## config.mk

```make
export PLATFORM = sky130hd
export DESIGN_NAME = drive_command_can_framer
export DESIGN_NICKNAME = d
export VERILOG_FILES = /design/src/design/dccf_pkg.sv /design/src/design/dccf_lpf.sv /design/src/design/drive_command_can_framer.sv
export SDC_FILE = /design/constraint.sdc
export NUM_CORES = 2
export LEC_CHECK = 0
export BUFFER_PORTS_ARGS = -buffer_cell sky130_fd_sc_hd__buf_2
export CAP_MARGIN = 20
export CORE_ASPECT_RATIO = 0.6
export CORE_UTILIZATION = 45
export CTS_CLUSTER_SIZE = 12
export DETAILED_ROUTE_END_ITERATION = 10
export GPL_TIMING_DRIVEN = 0
export PLACE_DENSITY = 0.67
export SYNTH_ARGS = -nofsm -noshare
export SYNTH_HDL_FRONTEND = slang
export SYNTH_HIERARCHICAL = 1
export SYNTH_SLANG_ARGS = --single-unit
```

## constraint.sdc

```tcl
create_clock -name aclk -period 10.3 [get_ports aclk]
set_clock_uncertainty 0.2 [all_clocks]
set_input_delay 1.03 -clock aclk [delete_from_list [all_inputs] [get_ports aclk]]
set_output_delay 1.03 -clock aclk [all_outputs]
set_load 0.01 [all_outputs]
```

## src/design/dccf_pkg.sv

```systemverilog
// ----------------------------------------------------------------------------
// dccf_pkg
// constants and types shared by the drive command can framer
// ----------------------------------------------------------------------------
`default_nettype none

package dccf_pkg;

    localparam int FILTER_FRAC_BITS = 16;

    localparam logic [10:0] MODE_ID   = 11'h156;
    localparam logic [10:0] VALUE_ID  = 11'h157;
    localparam logic [3:0]  MODE_LEN  = 4'd8;
    localparam logic [3:0]  VALUE_LEN = 4'd5;

    localparam logic [15:0]        ALPHA_RESET     = 16'd7316;
    localparam logic signed [10:0] ACCEL_MAX_RESET = 11'sd100;
    localparam logic signed [10:0] ACCEL_MIN_RESET = -11'sd300;
    localparam logic [7:0]         SPEED_LVL_RESET = 8'd200;

    // accel offset carried in the value frame
    localparam logic [15:0] ACCEL_OFFSET = 16'd1023;

    typedef enum logic [1:0] {
        REG_FILTER_ALPHA = 2'd0,
        REG_ACCEL_MAX    = 2'd1,
        REG_ACCEL_MIN    = 2'd2,
        REG_SPEED_LEVEL  = 2'd3
    } reg_idx_t;

    // held fields of the frame pair
    typedef struct packed {
        logic       remote;
        logic [7:0] speed_level;
        logic [7:0] gear_ind;
        logic [7:0] alive;
        logic [15:0] accel16;
    } frame_pair_t;

endpackage

`default_nettype wire

```

## src/design/dccf_lpf.sv

```systemverilog
// ----------------------------------------------------------------------------
// dccf_lpf
// first-order steering low-pass filter, one update per load, with the
// truncated angle times ten taken from the held filter value
// ----------------------------------------------------------------------------
`default_nettype none

module dccf_lpf #(
    parameter int FRAC_BITS = dccf_pkg::FILTER_FRAC_BITS
) (
    input  wire logic               aclk,
    input  wire logic               aresetn,
    input  wire logic               load,
    input  wire logic signed [10:0] steering_deg,
    input  wire logic [15:0]        filter_alpha,
    output logic [15:0]             steer_x10
);

    localparam int XW = 11 + FRAC_BITS;
    localparam int DW = ((XW > 32) ? XW : 32) + 1;
    localparam int PW = DW + 17;
    localparam int SW = PW - 15;

    logic signed [31:0]   y_reg;
    logic signed [31:0]   y_next;
    logic signed [DW-1:0] x_ext;
    logic signed [DW-1:0] y_ext;
    logic signed [DW-1:0] diff;
    logic signed [16:0]   alpha_s;
    logic signed [PW-1:0] prod;
    logic signed [PW-1:0] prod_sh;
    logic signed [SW-1:0] sum;
    logic                 ovf;
    logic signed [31:0]   q;
    logic                 corr;
    logic [15:0]          q16;

    assign x_ext   = $signed({{(DW-11){steering_deg[10]}}, steering_deg}) <<< FRAC_BITS;
    assign y_ext   = $signed({{(DW-32){y_reg[31]}}, y_reg});
    assign diff    = x_ext - y_ext;
    assign alpha_s = $signed({1'b0, filter_alpha});
    assign prod    = alpha_s * diff;
    // arithmetic shift rounds toward minus infinity
    assign prod_sh = prod >>> 16;
    assign sum     = $signed({{(SW-32){y_reg[31]}}, y_reg}) + prod_sh[SW-1:0];

    // overflow when the bits above 31 do not all copy the sign
    assign ovf = (sum[SW-1:31] != {(SW-31){sum[SW-1]}});

    always_comb begin
        if (ovf) begin
            y_next = sum[SW-1] ? 32'sh8000_0000 : 32'sh7FFF_FFFF;
        end else begin
            y_next = sum[31:0];
        end
    end

    always_ff @(posedge aclk) begin
        if (!aresetn) begin
            y_reg <= '0;
        end else if (load) begin
            y_reg <= y_next;
        end
    end

    // truncate toward zero, then times ten in 16 bits
    assign q    = y_reg >>> FRAC_BITS;
    assign corr = y_reg[31] && (|y_reg[FRAC_BITS-1:0]);
    assign q16  = q[15:0] + {15'd0, corr};
    assign steer_x10 = (q16 << 3) + (q16 << 1);

endmodule

`default_nettype wire

```

## src/design/drive_command_can_framer.sv

```systemverilog
// ----------------------------------------------------------------------------
// drive_command_can_framer
// turns one control tick into a mode frame 0x156 and a value frame 0x157
// ----------------------------------------------------------------------------
// Input channel s_*: one beat per control tick with steering, acceleration,
// gear, indicator and vehicle status. Output channel m_*: two beats per tick,
// the mode frame first (m_last low), then the value frame (m_last high).
// The accepted beat sits in an input register; once the output is empty or
// its value frame leaves, an edge computes both frames, updates the steering
// filter and the alive counter, and loads the frame pair register, from
// which the mode frame is offered. A new tick is taken while the frames
// of the previous one are still being sent. The filter multiply and the
// clamps run combinationally between input register and frame pair register.
// If the receiver stalls, the current frame holds and the input register
// fills, after which s_ready drops. Synchronous reset clears the filter,
// the alive counter and all valids, and restores the register defaults.
// Registers are to be written through cfg_wen/cfg_idx/cfg_wdata while idle;
// the user must keep to this, the block itself does not enforce it.
// ----------------------------------------------------------------------------
`default_nettype none

module drive_command_can_framer #(
    parameter int FILTER_FRAC_BITS = dccf_pkg::FILTER_FRAC_BITS
) (
    input  wire logic               aclk,
    input  wire logic               aresetn,

    input  wire logic               cfg_wen,
    input  wire logic [1:0]         cfg_idx,
    input  wire logic [15:0]        cfg_wdata,

    input  wire logic               s_valid,
    output logic                    s_ready,
    input  wire logic signed [10:0] s_steering_deg,
    input  wire logic signed [10:0] s_target_accel_centi,
    input  wire logic               s_remote_flag,
    input  wire logic [3:0]         s_gear_code,
    input  wire logic [2:0]         s_indicator,
    input  wire logic [3:0]         s_vehicle_gear,
    input  wire logic [15:0]        s_vehicle_speed,

    output logic                    m_valid,
    input  wire logic               m_ready,
    output logic [10:0]             m_can_id,
    output logic [3:0]              m_length,
    output logic [7:0]              m_data_0,
    output logic [7:0]              m_data_1,
    output logic [7:0]              m_data_2,
    output logic [7:0]              m_data_3,
    output logic [7:0]              m_data_4,
    output logic [7:0]              m_data_5,
    output logic [7:0]              m_data_6,
    output logic [7:0]              m_data_7,
    output logic                    m_last
);

    typedef enum logic [2:0] {
        OUT_EMPTY = 3'b001,
        OUT_MODE  = 3'b010,
        OUT_VALUE = 3'b100
    } out_state_t;

    // configuration
    logic [15:0]        alpha_reg;
    logic signed [10:0] accel_max_reg;
    logic signed [10:0] accel_min_reg;
    logic [7:0]         speed_lvl_reg;

    // input register
    logic               in_valid_reg;
    logic signed [10:0] steer_reg;
    logic signed [10:0] accel_reg;
    logic               remote_reg;
    logic [3:0]         gear_reg;
    logic [2:0]         ind_reg;
    logic [3:0]         vgear_reg;
    logic [15:0]        vspeed_reg;

    out_state_t         state_reg;
    out_state_t         state_next;
    dccf_pkg::frame_pair_t pair_reg;
    dccf_pkg::frame_pair_t pair_next;
    logic [7:0]         alive_reg;

    logic               load;
    logic               s_fire;
    logic signed [10:0] a_sel;
    logic signed [10:0] a_hi;
    logic signed [10:0] a_lim;
    logic [15:0]        steer_x10;

    always_ff @(posedge aclk) begin
        if (!aresetn) begin
            alpha_reg     <= dccf_pkg::ALPHA_RESET;
            accel_max_reg <= dccf_pkg::ACCEL_MAX_RESET;
            accel_min_reg <= dccf_pkg::ACCEL_MIN_RESET;
            speed_lvl_reg <= dccf_pkg::SPEED_LVL_RESET;
        end else if (cfg_wen) begin
            unique case (dccf_pkg::reg_idx_t'(cfg_idx))
                dccf_pkg::REG_FILTER_ALPHA: alpha_reg     <= cfg_wdata;
                dccf_pkg::REG_ACCEL_MAX:    accel_max_reg <= cfg_wdata[10:0];
                dccf_pkg::REG_ACCEL_MIN:    accel_min_reg <= cfg_wdata[10:0];
                dccf_pkg::REG_SPEED_LEVEL:  speed_lvl_reg <= cfg_wdata[7:0];
                default: ;
            endcase
        end
    end

    // new pair loads when the output is empty or the value frame leaves now
    assign load    = in_valid_reg &&
                     ((state_reg == OUT_EMPTY) || ((state_reg == OUT_VALUE) && m_ready));
    assign s_ready = !in_valid_reg || load;
    assign s_fire  = s_valid && s_ready;

    always_ff @(posedge aclk) begin
        if (!aresetn) begin
            in_valid_reg <= 1'b0;
        end else if (s_fire) begin
            in_valid_reg <= 1'b1;
        end else if (load) begin
            in_valid_reg <= 1'b0;
        end
    end

    always_ff @(posedge aclk) begin
        if (s_fire) begin
            steer_reg  <= s_steering_deg;
            accel_reg  <= s_target_accel_centi;
            remote_reg <= s_remote_flag;
            gear_reg   <= s_gear_code;
            ind_reg    <= s_indicator;
            vgear_reg  <= s_vehicle_gear;
            vspeed_reg <= s_vehicle_speed;
        end
    end

    // acceleration: gear gate, standstill gate, then max and min clamps
    always_comb begin
        if ((vgear_reg == 4'd0) || (vgear_reg == 4'd2)) begin
            a_sel = '0;
        end else if ((vspeed_reg == 16'd0) && accel_reg[10]) begin
            a_sel = '0;
        end else begin
            a_sel = accel_reg;
        end
        a_hi  = (a_sel > accel_max_reg) ? accel_max_reg : a_sel;
        a_lim = (a_hi < accel_min_reg) ? accel_min_reg : a_hi;
    end

    always_comb begin
        pair_next.remote      = remote_reg;
        pair_next.speed_level = speed_lvl_reg;
        pair_next.gear_ind    = {gear_reg, 1'b0, ind_reg};
        pair_next.alive       = alive_reg;
        pair_next.accel16     = {{5{a_lim[10]}}, a_lim} + dccf_pkg::ACCEL_OFFSET;
    end

    always_ff @(posedge aclk) begin
        if (load) begin
            pair_reg <= pair_next;
        end
    end

    always_ff @(posedge aclk) begin
        if (!aresetn) begin
            alive_reg <= '0;
        end else if (load) begin
            alive_reg <= alive_reg + 8'd1;
        end
    end

    // filter value stays put while this tick's value frame is pending
    dccf_lpf #(
        .FRAC_BITS (FILTER_FRAC_BITS)
    ) u_lpf (
        .aclk         (aclk),
        .aresetn      (aresetn),
        .load         (load),
        .steering_deg (steer_reg),
        .filter_alpha (alpha_reg),
        .steer_x10    (steer_x10)
    );

    always_comb begin
        state_next = state_reg;
        unique case (state_reg)
            OUT_EMPTY: begin
                if (load) begin
                    state_next = OUT_MODE;
                end
            end
            OUT_MODE: begin
                if (m_ready) begin
                    state_next = OUT_VALUE;
                end
            end
            OUT_VALUE: begin
                if (m_ready) begin
                    state_next = load ? OUT_MODE : OUT_EMPTY;
                end
            end
            default: state_next = OUT_EMPTY;
        endcase
    end

    always_ff @(posedge aclk) begin
        if (!aresetn) begin
            state_reg <= OUT_EMPTY;
        end else begin
            state_reg <= state_next;
        end
    end

    assign m_valid = (state_reg != OUT_EMPTY);
    assign m_last  = (state_reg == OUT_VALUE);

    always_comb begin
        if (m_last) begin
            m_can_id = dccf_pkg::VALUE_ID;
            m_length = dccf_pkg::VALUE_LEN;
            m_data_0 = steer_x10[7:0];
            m_data_1 = steer_x10[15:8];
            m_data_2 = 8'd0;
            m_data_3 = pair_reg.accel16[7:0];
            m_data_4 = pair_reg.accel16[15:8];
            m_data_5 = 8'd0;
            m_data_6 = 8'd0;
            m_data_7 = 8'd0;
        end else begin
            m_can_id = dccf_pkg::MODE_ID;
            m_length = dccf_pkg::MODE_LEN;
            m_data_0 = {7'd0, pair_reg.remote};
            m_data_1 = pair_reg.speed_level;
            m_data_2 = {7'd0, pair_reg.remote};
            m_data_3 = 8'd0;
            m_data_4 = 8'd0;
            m_data_5 = pair_reg.gear_ind;
            m_data_6 = 8'd0;
            m_data_7 = pair_reg.alive;
        end
    end

endmodule

`default_nettype wire

```

# Word-level counts from Yosys, hierarchy flattened
# Index checks and enable logic that the tools add are counted.
dict set report word_totals {
  ff_bits 180
  latchBits 0
  ramBits 0
  romBits 0
  wordCells 82
  n_memories 0
}
dict set report op_classes {
  addsub 6
  mul 1
  n_div 0
  magnitude_cmp 2
  eq_ne 12
  n_shift 0
  muxes 22
  bitwise 0
  n_reduce_logical 19
}
# operator n
set ops {}
lappend ops {{$mux W32} 2}
lappend ops {{$mul A17 B33 Y50} 1}
lappend ops {{$mux W8} 6}
lappend ops {{$mux W11} 4}
lappend ops {{$add A32 B34 Y35} 1}
lappend ops {{$sub A27 B32 Y33} 1}
lappend ops {{$add A16 B16 Y16} 1}
lappend ops {{$logic_not A16 Y1} 1}
lappend ops {{$reduce_or A16 Y1} 1}
lappend ops {{$add A15 B1 Y15} 1}
lappend ops {{$add A11 B11 Y12 const B} 1}
lappend ops {{$gt A11 B11 Y1} 1}
lappend ops {{$lt A11 B11 Y1} 1}
lappend ops {{$mux W3} 3}
lappend ops {{$pmux W3 S3} 1}
lappend ops {{$add A8 B1 Y8 const B} 1}
lappend ops {{$reduce_and A2 Y1} 4}
lappend ops {{$ne A2 B2 Y1 const B} 3}
lappend ops {{$logic_and A1 B1 Y1} 5}
lappend ops {{$eq A2 B2 Y1 const B} 2}
lappend ops {{$eq A4 B2 Y1 const B} 1}
lappend ops {{$logic_not A4 Y1} 1}
lappend ops {{$mux W1} 4}
lappend ops {{$mux W4} 1}
lappend ops {{12 further kinds} 14}

# Depth between registers and ports, before layout
dict set report logic_depth {
  depth_word 9
  mapped_depth 48
  mapped_depth_nobuf 42
}

# Cells and area by module
# The synthesis kept the hierarchy.
# module n_inst cells_per_inst area_per_inst_um2 seq_area_each_um2
set by_module_without_submodules {}
lappend by_module_without_submodules {dccf_lpf 1 2767 23029.6 640.6}
lappend by_module_without_submodules {drive_command_can_framer 1 642 6890.4 3713.6}

# Least setup slack after synthesis
# No wires, ideal clock.
dict set report synth_path {
  kind {register to register}
  start {register u_lpf.y_reg[0]}
  end {register u_lpf.y_reg[14]}
  setup_time_ns 0.084
  arrival_time_ns 10.827
  t_required_ns 10.016
  setup_slack_ns -0.811
  path_stages_with_launch 45
  path_buffers 7
  path_cell_list {dfxtp_1 > clkbuf_1 > clkbuf_1 > inv_1 > ha_1 > nor3b_1 > and3b_1 > clkbuf_1 > a311oi_1 > o21ai_0 > and2_1 > a21oi_1 > o21ai_0 > o21ai_1 > clkbuf_1 > and2_1 > fa_1 > fa_1 > [... 9 more ...] > clkbuf_1 > a21o_1 > a21o_1 > a21oi_1 > or3b_2 > a31oi_1 > xnor2_1 > ha_1 > a21oi_2 > o2111ai_1 > a221o_1 > mux2_2 > a221oi_2 > o221ai_2 > or4_1 > o21a_1 > buf_6 > o31ai_2}
}
dict set report synth_via {
  elab_chain_len 5
  word_cells_on_any_way 6
  cone_classes {add/sub (2); mul (1); eq/ne (1); mux (2)}
}
# element line_no
set synth_lines {}
lappend synth_lines {{from (decl)} dccf_lpf.sv:24} ;# logic signed [31:0] y_reg;
lappend synth_lines {{from (signal assigned)} dccf_lpf.sv:62} ;# y_reg <= y_next;
lappend synth_lines {{$sub A27 B32 Y33} dccf_lpf.sv:40} ;# assign diff = x_ext - y_ext;
lappend synth_lines {{$mul A17 B33 Y50} dccf_lpf.sv:42} ;# assign prod = alpha_s * diff;
lappend synth_lines {{$add A32 B34 Y35 (*)} dccf_lpf.sv:45} ;# assign sum = $signed({{(SW-32){y_reg[31]}}, y_reg}) + prod_sh[SW-1:0];
lappend synth_lines {{$ne A3 B3 Y1 / $mux W32 (equally long branches)} {dccf_lpf.sv:48, dccf_lpf.sv:52}}
lappend synth_lines {{$mux W32 (*)} dccf_lpf.sv:51} ;# if (ovf) begin
# Mark *: on every way between the ends. The rest lies on a longest branch, timed or not.
# A chain may end at the register's enable or synchronous reset.

# Worst setup path in the final report
dict set report layout_path {
  start {register u_lpf.y_reg[0]}
  end {register u_lpf.y_reg[28]}
}
# The elaborated chain is that of the path after synthesis.

==> qor.yml <==
endpoint: "u_lpf/y_reg[28]$_SDFFE_PN0P_"
fp-row-count: 72
synth-main-ff-cell: "dfxtp_1"
clk_path_buf_depth: 3
regToRegSetupSlack_ps: -820
path_clk_slew_ps: 70
tritoncts: "yes"
grt.overflow.total: 0
setup_viol: 31
ys_ff_latch: 175
drt_iter0_drc: 2811
die_area_um2: 67600
cp.required_ps: 10510
end_kind: "flop"
viasPerCell: 5.35
core-area_um2: 65000
clock-sinks: 175
fin_nets: 4456
syn-cell-area_um2: 29900
htree_levels: 4
grtUsageMet2: 0.353
dp.final_hpwl_mm: 77.6
synth_edf_count: 85
finalHoldViolations: 0
grt_usage: 0.284
rr_endpoint: "u_lpf/y_reg[28]$_SDFFE_PN0P_"
ant_nets: 0
r2r_start: "u_lpf/y_reg[0]$_SDFFE_PN0P_"
ys_warn_count: 6
max-slew-margin-rel: 0.316
max_cap_violations: 0
route.detailed.drc: 0
area_delta_synth_final_pct: 17.4
report.final.slew_viol_count: 0
slowest_stage: "fa_1"
wl_per_cell_um: 20.7
failed_checks: "negative setup slack"
cp.arrival_ps: 11320
tns_ps: -23660
insertion_delay_ps: 500
fin_area_um2: 35100
grt_max_degree: 31
ys_async_sr_fraction: 0
period_needed_ps: 11120
synth_cell_types: 91
root_buffer: "clkbuf_16"
fp.dieW_um: 335
worst_slack_ps: -815
grt_pass1_wl_mm: 145
hold_buffers: 0
crit_type: "reg -> reg"
ys_seq_area_frac: 0.146
fin_crit_sh: 1.08
routed_wirelength_mm: 94.8
hp-class: "reg -> reg"
largest_reg_flops: 36
use_met1: 0.462
start_util: 0.460
slowest_delay_ps: 600
grt_antenna_before_repair: 5
layout_common_cells: "inv_1, nand2_1, fa_1, and2_1, ha_1"
numCtsBuffers: 25
max_freq_ghz: 0.0900
grt_pass1_vias: 23900
io_pins: 155
dp_slack_ps: -2720
die_y_um: 202
use_met3: 0.100
worstMarginPinSlew_ps: 1010
syn_inst: 3409
place.gp.congestion: 1.01
firstDrtPassIters: 6
drive_gt1_frac: 0.159
startpoint: "u_lpf/y_reg[0]$_SDFFE_PN0P_"
place_area_um2: 32100
port_buffers: 125
rsz0062_at_grt: "true"
status: "finished, violations left"
crit_path_start_kind: "flop"
layout_commonest_cell: "inv_1"
r2r_cells: 41
crit_top_cell: "buf_4"
vias: 24500
grt.busiest_layer: "met1"
cp_max_fo: 10
synth_area_per_cell_um2: 8.78
[layout make-up]
type	count	area [µm²]
Inverter	696	2620
Tap cell	888	1110
Sequential cell	175	4370
Fill cell	5884	29900
Buffer	163	1100
Antenna cell	4	10.0
Clock buffer	25	626
Timing Repair Buffer	222	1480
Multi-Input combinational cell	2397	23700
Clock inverter	8	121
[timing repair]
item / in CTS / in global routing
pin swaps: 82 / 89
resized for setup: 182 / 162
endpoints found under the setup margin: 32 / 32
setup buffers: 51 / 38
cloned: 3 / 0
[stage by stage]
| step | hold slack, ps | instances | util |
|---|---|---|---|
| 2_1_floorplan | 200 | 3434 | - |
| 3_3_place_gp | 200 | 4447 | 0.493 |
| 3_5_place_dp | 206 | 4452 | 0.494 |
| 4_1_cts | 220 | 4538 | 0.526 |
| 5_1_grt | 222 | 4575 | 0.540 |
| 6_report | 218 | 4578 | 0.540 |
[worst max-delay path, delay by kind of cell, from the launching register on]
family | cells | cell delay, ps
DFF | 1 | 330
adders and majority gates | 8 | 3410
muxes | 1 | 320
AOI/OAI and AO/OA | 15 | 3220
xor gates and xnor gates | 2 | 470
buffers and inverters | 8 | 1060
and+or+nand+nor | 7 | 1990
[metal layers]
layer	part of all wire	vias up
met1	0.48	12100
met4	0.014	2
li1	-	11100
met2	0.37	1147
met5	0.00014	-
met3	0.13	97
[kinds of logic after synthesis]
group / after synthesis / share of synthesized area
flip-flops: 175 / 0.146
AND/OR/NAND/NOR: 1068 / 0.172
buffers and inverters: 862 / 0.113
AO/OA/AOI/OAI: 434 / 0.0997
multiplexers: 22 / 0.00811
XOR/XNOR: 138 / 0.0406
adder cells (fa/ha/maj): 707 / 0.420
other: 3 / 0.000376
[Yosys cell counts, types with 35 or more instances]
cell,number,share of area
a21oi_1,95,0.016
and2_1,231,0.048
buf_4,35,0.0088
nand3_1,66,0.011
a21o_1,51,0.013
dfxtp_1,90,0.060
o21ai_0,52,0.0087
o21a_1,38,0.0095
xnor2_1,98,0.029
fa_1,497,0.33
edfxtp_1,85,0.085
clkbuf_1,120,0.015
nand2_1,516,0.065
nor2_1,88,0.011
ha_1,206,0.086
xor2_1,39,0.011
inv_1,695,0.087
[how the worst min path moves through the flow]
stage / start / to / cells past startpoint
3_5_place_dp: gear_reg[1]$_DFFE_PP_ / pair_reg[29]$_DFFE_PP_ / 0
6_report: ind_reg[2]$_DFFE_PP_ / pair_reg[26]$_DFFE_PP_ / 0
4_1_cts: ind_reg[2]$_DFFE_PP_ / pair_reg[26]$_DFFE_PP_ / 0
3_3_place_gp: gear_reg[2]$_DFFE_PP_ / pair_reg[30]$_DFFE_PP_ / 0
5_1_grt: ind_reg[2]$_DFFE_PP_ / pair_reg[26]$_DFFE_PP_ / 0
2_1_floorplan: ind_reg[0]$_DFFE_PP_ / pair_reg[24]$_DFFE_PP_ / 0
Power is not shown: default switching activity piles up to over one toggle a cycle in this logic, so the estimate is an artifact.
